--- src/hdl/assert_macros.svh ---
// Assertion macros for the console writer RTL.
// Included by modules that carry concurrent checks; no other dependencies.
`ifndef ASSERT_MACROS_SVH
`define ASSERT_MACROS_SVH

`ifndef SYNTH
// Checked on every rising edge outside reset.
`define TCCW_ASSERT(lbl, clk, rst, prop, msg) \
  lbl: assert property (@(posedge clk) disable iff (rst) prop) else $error(msg);
// Checked on every rising edge, reset included.
`define TCCW_ASSERT_ALWAYS(lbl, clk, prop, msg) \
  lbl: assert property (@(posedge clk) prop) else $error(msg);
`else
`define TCCW_ASSERT(lbl, clk, rst, prop, msg)
`define TCCW_ASSERT_ALWAYS(lbl, clk, prop, msg)
`endif

`endif

--- src/hdl/tccw_pkg.sv ---
// Package for the text console character writer: constants, state and
// register codes, and the controller/datapath command and status structs.
`default_nettype none

package tccw_pkg;

  localparam int COLUMNS_DEF = 80;
  localparam int ROWS_DEF    = 25;

  localparam logic [7:0]  CHAR_NEWLINE = 8'd10;
  localparam logic [7:0]  CHAR_SPACE   = 8'h20;
  localparam logic [15:0] RESET_CELL   = 16'h0A20;
  localparam logic [3:0]  FG_RESET     = 4'd10;
  localparam logic [3:0]  BG_RESET     = 4'd0;

  localparam int CFG_INDEX_W = 2;
  localparam int POS_OUT_W   = 11;

  typedef enum logic [CFG_INDEX_W-1:0] {
    REG_FG = 2'd0,
    REG_BG = 2'd1
  } cfg_reg_t;

  typedef enum logic [2:0] {
    ST_CLEAR,
    ST_IDLE,
    ST_EXEC,
    ST_SCROLL,
    ST_SCROLL_END
  } state_t;

  typedef struct packed {
    logic accept;       // latch request, issue its read
    logic clear;        // reset sweep over the cell store
    logic exec;         // carry out the latched request
    logic scroll;       // copy sweep, one cell a cycle
    logic load;         // load result register
    logic res_scrolled;
  } cmd_t;

  typedef struct packed {
    logic sweep_last;
    logic scroll_needed;
  } status_t;

endpackage

`default_nettype wire

--- src/hdl/tccw_ctrl.sv ---
// Controller state machine for the console writer.
// Depends on tccw_pkg and assert_macros.svh; drives tccw_datapath by cmd_t.
`default_nettype none
`include "assert_macros.svh"

module tccw_ctrl
  import tccw_pkg::*;
(
  input  wire logic    clk,
  input  wire logic    rst,
  input  wire logic    s_tvalid,
  output logic         s_tready,
  output logic         m_tvalid,
  input  wire logic    m_tready,
  input  wire status_t status,
  output cmd_t         cmd
);

  state_t state, state_next;
  logic   out_valid;
  logic   in_ready;

  assign in_ready = (state == ST_IDLE) && (!out_valid || m_tready);
  assign s_tready = in_ready;
  assign m_tvalid = out_valid;

  always_ff @(posedge clk) begin
    if (rst) begin
      state <= ST_CLEAR;
    end else begin
      state <= state_next;
    end
  end

  always_comb begin
    state_next = state;
    case (state)
      ST_CLEAR: begin
        if (status.sweep_last) state_next = ST_IDLE;
      end
      ST_IDLE: begin
        if (s_tvalid && in_ready) state_next = ST_EXEC;
      end
      ST_EXEC: begin
        state_next = status.scroll_needed ? ST_SCROLL : ST_IDLE;
      end
      ST_SCROLL: begin
        if (status.sweep_last) state_next = ST_SCROLL_END;
      end
      ST_SCROLL_END: begin
        state_next = ST_IDLE;
      end
      default: begin
        state_next = ST_IDLE;
      end
    endcase
  end

  always_comb begin
    cmd              = '0;
    cmd.accept       = s_tvalid && in_ready;
    cmd.clear        = (state == ST_CLEAR);
    cmd.exec         = (state == ST_EXEC);
    cmd.scroll       = (state == ST_SCROLL);
    cmd.load         = ((state == ST_EXEC) && !status.scroll_needed) ||
                       (state == ST_SCROLL_END);
    cmd.res_scrolled = (state == ST_SCROLL_END);
  end

  // Result slot is always empty by the time a load happens (drained at accept).
  always_ff @(posedge clk) begin
    if (rst) begin
      out_valid <= 1'b0;
    end else if (cmd.load) begin
      out_valid <= 1'b1;
    end else if (m_tready) begin
      out_valid <= 1'b0;
    end
  end

  `TCCW_ASSERT(a_load_slot_free, clk, rst, cmd.load |-> !out_valid, "result overwritten")
  `TCCW_ASSERT(a_accept_to_exec, clk, rst, cmd.accept |=> state == ST_EXEC, "accept lost")
  `TCCW_ASSERT(a_scroll_end_order, clk, rst,
    state == ST_SCROLL_END |-> $past(state) == ST_SCROLL, "scroll end out of order")
  `TCCW_ASSERT_ALWAYS(a_no_accept_clear, clk,
    (state == ST_CLEAR || state == ST_SCROLL) |-> !s_tready, "request taken during sweep")

endmodule

`default_nettype wire

--- config.mk ---
export PLATFORM = sky130hd
export DESIGN_NAME = tccw_ctrl
export DESIGN_NICKNAME = d
export VERILOG_FILES = /design/src/hdl/tccw_pkg.sv /design/src/hdl/tccw_ctrl.sv
export VERILOG_INCLUDE_DIRS = /design/src /design/src/hdl
export SDC_FILE = /design/constraint.sdc
export NUM_CORES = 1
export LEC_CHECK = 0
export BUFFER_PORTS_ARGS = -buffer_cell sky130_fd_sc_hd__buf_2
export CAP_MARGIN = 10
export CELL_PAD_IN_SITES_DETAIL_PLACEMENT = 0
export CELL_PAD_IN_SITES_GLOBAL_PLACEMENT = 1
export CORE_AREA = 4 4 41 43
export DETAILED_ROUTE_END_ITERATION = 7
export DIE_AREA = 0 0 45 47
export PLACE_DENSITY = 0.54
export SYNTH_ARGS = -nofsm -noshare
export SYNTH_HDL_FRONTEND = slang
export SYNTH_SLANG_ARGS = --single-unit
--- constraint.sdc ---
create_clock -name clk -period 1.1 [get_ports clk]
set_input_delay 0.165 -clock clk [delete_from_list [all_inputs] [get_ports clk]]
set_output_delay 0.165 -clock clk [all_outputs]
set_load 0.005 [all_outputs]
==> results of run 1 <==
cells in the final DEF, fill, tap and decap left out, drive strengths merged:
cell	instances
buf	23
dfxtp	4
nor3	4
inv	4
clkbuf	3
a21oi	2
nor2	2
nor3b	1
nand2b	1
and3	1
nand4	1
or2	1
o22ai	1
nand2	1
o2111ai	1
o21ai	1
a211o	1
a31oi	1
and3b	1
metrics by stage:
stage          worst slack [ps]  total power (W)  util (%)  hold slack, ps  area, sq um
5_1_grt                    -182         0.000476      34.4             158          448
6_report                  -98.9         0.000445      34.4             133          448
3_3_place_gp               16.4         0.000244      26.3             390          343
4_1_cts                    -101         0.000447      32.9             127          428
2_1_floorplan               153         0.000208         -             234          240
3_5_place_dp               56.5         0.000243      26.3             381          343
kinds of logic after synthesis:
kind of cell	synth area share, %
buffers and inverters	12.0
AOI/OAI and AO/OA	18.8
and+or+nand+nor	35.9
DFF	33.3
worst reg2reg max path, stage by stage (launching register included):
cell,delay (ps)
dfxtp_4,350
buf_6,120
buf_4,130
or2_2,280
o22ai_1,100
state kept, by name, summed over array words and instances, names as in the netlist:
register and count:
state 3, m_tvalid 1
layer usage:
metal / vias to the layer above / track usage, % / share of wire, %
li1: 156 / - / -
met5: - / 0 / 0
met4: 0 / 3.51 / 0
met2: 9 / 15.8 / 56
met1: 135 / 8.62 / 39
met3: 0 / 3.45 / 4.9
final cells by class:
type	instances	area, sq um	share of cell area [%]
Tap cell	15	18.8	4.19
Sequential cell	4	91.3	20.4
Timing Repair Buffer	23	144	32.1
Clock buffer	3	22.5	5.03
Inverter	4	17.5	3.91
Multi-Input combinational cell	20	154	34.4
report_power, final:
part | internal (W) | total [W] | switching [W] | leakage, nW
sequential | 0.000149 | 0.000159 | 0.00000966 | 0.0348
combinational | 0.0000626 | 0.000109 | 0.0000459 | 0.172
clock | 0.000122 | 0.000178 | 0.0000560 | 0.0138
total | 0.000334 | 0.000445 | 0.000112 | 0.221
repair_timing:
item                                    CTS  global route
pin swaps                                 3             4
setup buffers                             4             2
endpoints found under the setup margin    7             9
resized for setup                        12             1
path summary, 6_finish.rpt:
check	endpoint	slack, ps	cells after the start
worst max-delay path	cmd[4]	-100	3
worst min-delay path	state[0]	130	2
worst max register to register	m_tvalid	40	4
worst min register to register	m_tvalid	520	2
==> flow_metrics.py, run 1 <==
metrics = {
    "grt": {
        "grt_max_degree": 8,
        "grt.overflow.total": 0,
        "grt_pass1_vias": 301,
        "grt_pass1_wl_mm": 1.26,
        "gr-usage-all-layers_pct": 8.60,
        "antenna_found_initial": 0,
    },
    "synth": {
        "synth_edf_count": 0,
        "yosysWarnings": 0,
        "syn_avg_cell_area_sq_um": 8.28,
        "synth_cells": 29,
        "synth.largest_area_cell": "dfxtp_1",
        "synth_common_cells": "4 x dfxtp_1, 3 x nor3_1, 2 x a21oi_1, 2 x inv_1, 2 x nor2_1",
        "synth.top_cell.area_share_pct": 33.3,
        "seq_area_frac_synth_pct": 33.3,
        "synth_flop_cell": "dfxtp_1",
        "yosys-top-cells-area": "dfxtp_1 33%, nor3_1 6.3%, nand2b_4 5.7%, buf_6 4.7%, a21oi_1 4.2%",
        "async_flop_share_pct": 0,
        "syn_area_sq_um": 240,
        "synth.ff_latch_count": 4,
        "synth.most_common_cell": "dfxtp_1",
        "synth.distinct_cells": 21,
        "syn_nets": 35,
    },
    "final_layout": {
        "fillerInstances": 160,
        "area_delta_synth_final_pct": 86.5,
        "drive_above_1_share_pct": 72.2,
        "nets": 62,
        "antennaDiodeCount": 0,
        "instances_no_fill": 69,
    },
    "flow_run": {
        "drv_cap": 0,
    },
    "die": {
        "ios": 14,
        "num_rows": 13,
        "initial_core_util_pct": 18.5,
        "die_area_sq_mm": 0.00212,
        "die_height_um": 47,
        "die_w_um": 45,
        "core_sq_mm": 0.00130,
    },
    "setup_path": {
        "criticalPathCategory": "register to primary output",
        "cpMaxStageDelayCell": "dfxtp_4",
        "slowest_delay_ps": 350,
        "crit_start": "state[0]",
        "critPathMaxFanout": 5,
        "startpoint_type": "register",
        "crit_family": "flip-flops",
        "crit_path_cell_trace": "buf_4 > nor3_1 > buf_2",
        "crit_arrival_ps": 1030,
        "cp.required_ps": 940,
        "cp_num_buf_inv": 2,
        "reg2reg_from": "state[0]",
        "cp-end-kind": "primary output",
    },
    "place": {
        "dp_cells": 60,
        "gp_congestion": 0.665,
        "dpl.hpwl_um": 527,
        "io_buffers": 13,
    },
    "timing": {
        "finalMaxSlewViolations": 0,
        "period_share_pct": 109,
        "worst_pin_slew_ps": 180,
        "setup_tns_ps": -581,
        "fmax_mhz": 834,
        "finClkSkew_ps": 4.54,
        "final-hold-violation-count": 0,
        "relSlewSlack_pct": 88.0,
        "fin_ws_ps": -98.9,
        "fin_crit_ps": 1200,
        "report.final.setup_viol": 7,
        "grt_setup_unrepaired": "true",
    },
    "power_and_ir_drop": {
        "p_leak_nw": 0.221,
        "power-per-cell-area_mw_per_mm2": 994,
        "vdd_ir_drop_max_mv": 0.576,
    },
    "detailed_routing": {
        "drtPass1Iterations": 4,
        "num_vias": 300,
        "drtIter0Drc": 3,
        "ant_nets": 0,
        "drc": 0,
        "viasPerCell": 4.35,
        "wl_per_cell_um": 10.6,
        "drt-total-wl_um": 731,
    },
    "hold_path": {
        "hold_path_class": "primary input to register",
        "worstHoldStart": "rst",
    },
    "clock_tree": {
        "cts_num_sinks": 4,
        "clock_path_buffers": 2,
        "cts_tree": "done",
        "cts_buffers": 3,
        "clk_transition_reported_paths_ps": 40,
        "clk_latency_ps": 230,
        "cts-root-buf": "clkbuf_4",
        "cts_hold_buf": 0,
        "htreeDepth": 1,
    },
    "run_status": {
        "violations": "negative setup slack",
        "outcome": "finished, violations left",
    },
}
(Power assumes the default switching activity.)
==> inputs of run 2 (changes only) <==
CELL_PAD_IN_SITES_DETAIL_PLACEMENT = 2   (was 0)
CELL_PAD_IN_SITES_GLOBAL_PLACEMENT = 2   (was 1)
PLACE_DENSITY = 0.67   (was 0.54)
==> flow_metrics.py, run 2 (synthesis results as in run 1) <==
metrics = {
    "clock_tree": {
        "cts_buffers": 3,
        "cts_tree": "done",
        "cts_num_sinks": 4,
        "clock_path_buffers": 2,
        "clk_latency_ps": 240,
        "cts-root-buf": "clkbuf_4",
        "htreeDepth": 1,
        "clk_transition_reported_paths_ps": 40,
    },
    "flow_run": {
        "drv_cap": 0,
    },
    "timing": {
        "worst_pin_slew_ps": 176,
        "final-hold-violation-count": 0,
        "fin_ws_ps": -135,
        "finalMaxSlewViolations": 0,
        "report.final.setup_viol": 7,
        "fin_crit_ps": 1240,
        "fmax_mhz": 810,
        "finClkSkew_ps": 1.00,
        "period_share_pct": 112,
        "grt_setup_unrepaired": "true",
        "relSlewSlack_pct": 88.3,
    },
    "place": {
        "placed_area_sq_um": 320,
        "io_buffers": 13,
        "gp_congestion": 0.755,
        "dpl.hpwl_um": 702,
        "dp_cells": 57,
        "place_ws_ps": 24.1,
    },
    "final_layout": {
        "drive_above_1_share_pct": 74.0,
        "final_cell_mix": "13 x buf_2, 6 x buf_4, 3 x clkbuf_4, 3 x dfxtp_4",
        "nets": 58,
        "area_delta_synth_final_pct": 72.9,
        "final_cell_area_sq_um": 415,
        "instances_no_fill": 65,
        "largest_reg_flops": 3,
        "fillerInstances": 155,
        "fin_util_pct": 31.9,
        "final_common_cell": "buf_2",
        "antennaDiodeCount": 0,
        "top_register": "state",
    },
    "grt": {
        "gr-usage-all-layers_pct": 11.0,
        "grt_max_degree": 8,
        "grt.overflow.total": 0,
        "antenna_found_initial": 0,
        "grt_pass1_vias": 350,
        "grt_pass1_wl_mm": 1.60,
    },
    "detailed_routing": {
        "ant_nets": 0,
        "drtIter0Drc": 0,
        "drt-total-wl_um": 991,
        "viasPerCell": 4.68,
        "num_vias": 304,
        "wl_per_cell_um": 15.2,
        "drc": 0,
        "drtPass1Iterations": 1,
    },
    "die": {
        "die_w_um": 45,
        "core_sq_mm": 0.00130,
        "initial_core_util_pct": 18.5,
        "die_height_um": 47,
        "num_rows": 13,
        "ios": 14,
        "die_area_sq_mm": 0.00212,
    },
    "setup_path": {
        "crit_arrival_ps": 1070,
        "cp-end-kind": "primary output",
        "rrSetupSlack_ps": 90,
        "critPathMaxFanout": 5,
        "cpMaxStageDelayCell": "dfxtp_4",
        "slowest_delay_ps": 370,
        "criticalPathCategory": "register to primary output",
        "startpoint_type": "register",
        "cp.required_ps": 940,
        "crit_path_cell_trace": "nor3b_4 > a21oi_2 > nor2_1 > buf_2",
    },
    "hold_path": {
        "hold_path_class": "primary input to register",
    },
    "run_status": {
        "violations": "negative setup slack",
        "outcome": "finished, violations left",
    },
    "power_and_ir_drop": {
        "vdd_ir_drop_max_mv": 0.336,
        "power-per-cell-area_mw_per_mm2": 1100,
        "p_leak_nw": 0.202,
    },
}
run 2: cell types whose count changed in the layout (fill, tap and decap cells not counted), sizes merged:
cell / change
buf: -4
run 2: final timing paths:
kind | startpoint | endpoint | cells after the start
max reg2reg | state[0] | state[0] | 4
min reg2reg | m_tvalid | m_tvalid | 2
max | state[1] | cmd[1] | 4
min | rst | state[0] | 2
run 2: per-layer routing:
metal	vias to the layer above	global-route usage, %	wire, um
met3	0	1.53	23
met5	-	0	0
met1	148	9.50	346
met2	7	22.3	621
li1	149	-	-
met4	0	8.77	0
run 2: where the power goes:
part | switching [W] | total (W) | internal, W
Clock | 0.0000717 | 0.000195 | 0.000123
Combinational | 0.0000472 | 0.000105 | 0.0000574
Sequential | 0.0000104 | 0.000160 | 0.000149
Total | 0.000129 | 0.000459 | 0.000330
run 2: through the flow:
stage | total power (W) | hold slack, ps | setup TNS [ps]
after global routing | 0.000485 | 144 | -933
after floorplan | 0.000208 | 234 | 0
after global placement | 0.000236 | 390 | 0
after CTS | 0.000463 | 133 | -627
final | 0.000459 | 145 | -572
after detailed placement | 0.000241 | 399 | 0
run 2: cell type report:
cell class                      count  area (sq um)  share of cell area [%]
Sequential cell                     4          92.6                    22.3
Tap cell                           15          18.8                    4.52
Clock buffer                        3          22.5                    5.42
Multi-Input combinational cell     20           154                    37.0
Timing Repair Buffer               19           110                    26.5
Inverter                            4          17.5                    4.22
run 2: critical path: cells and delay by family, from the launching register on:
kind,cells,cell delay (ps)
DFF,1,370
buffers and inverters,1,120
and+or+nand+nor,2,280
AOI/OAI and AO/OA,1,50
run 2: what timing repair did:
action	4_1_cts	5_1_grt
pin swaps	3	2
endpoints found under the setup margin	7	7
hold buffers	0	0
resized for setup	12	2
setup buffers	5	0
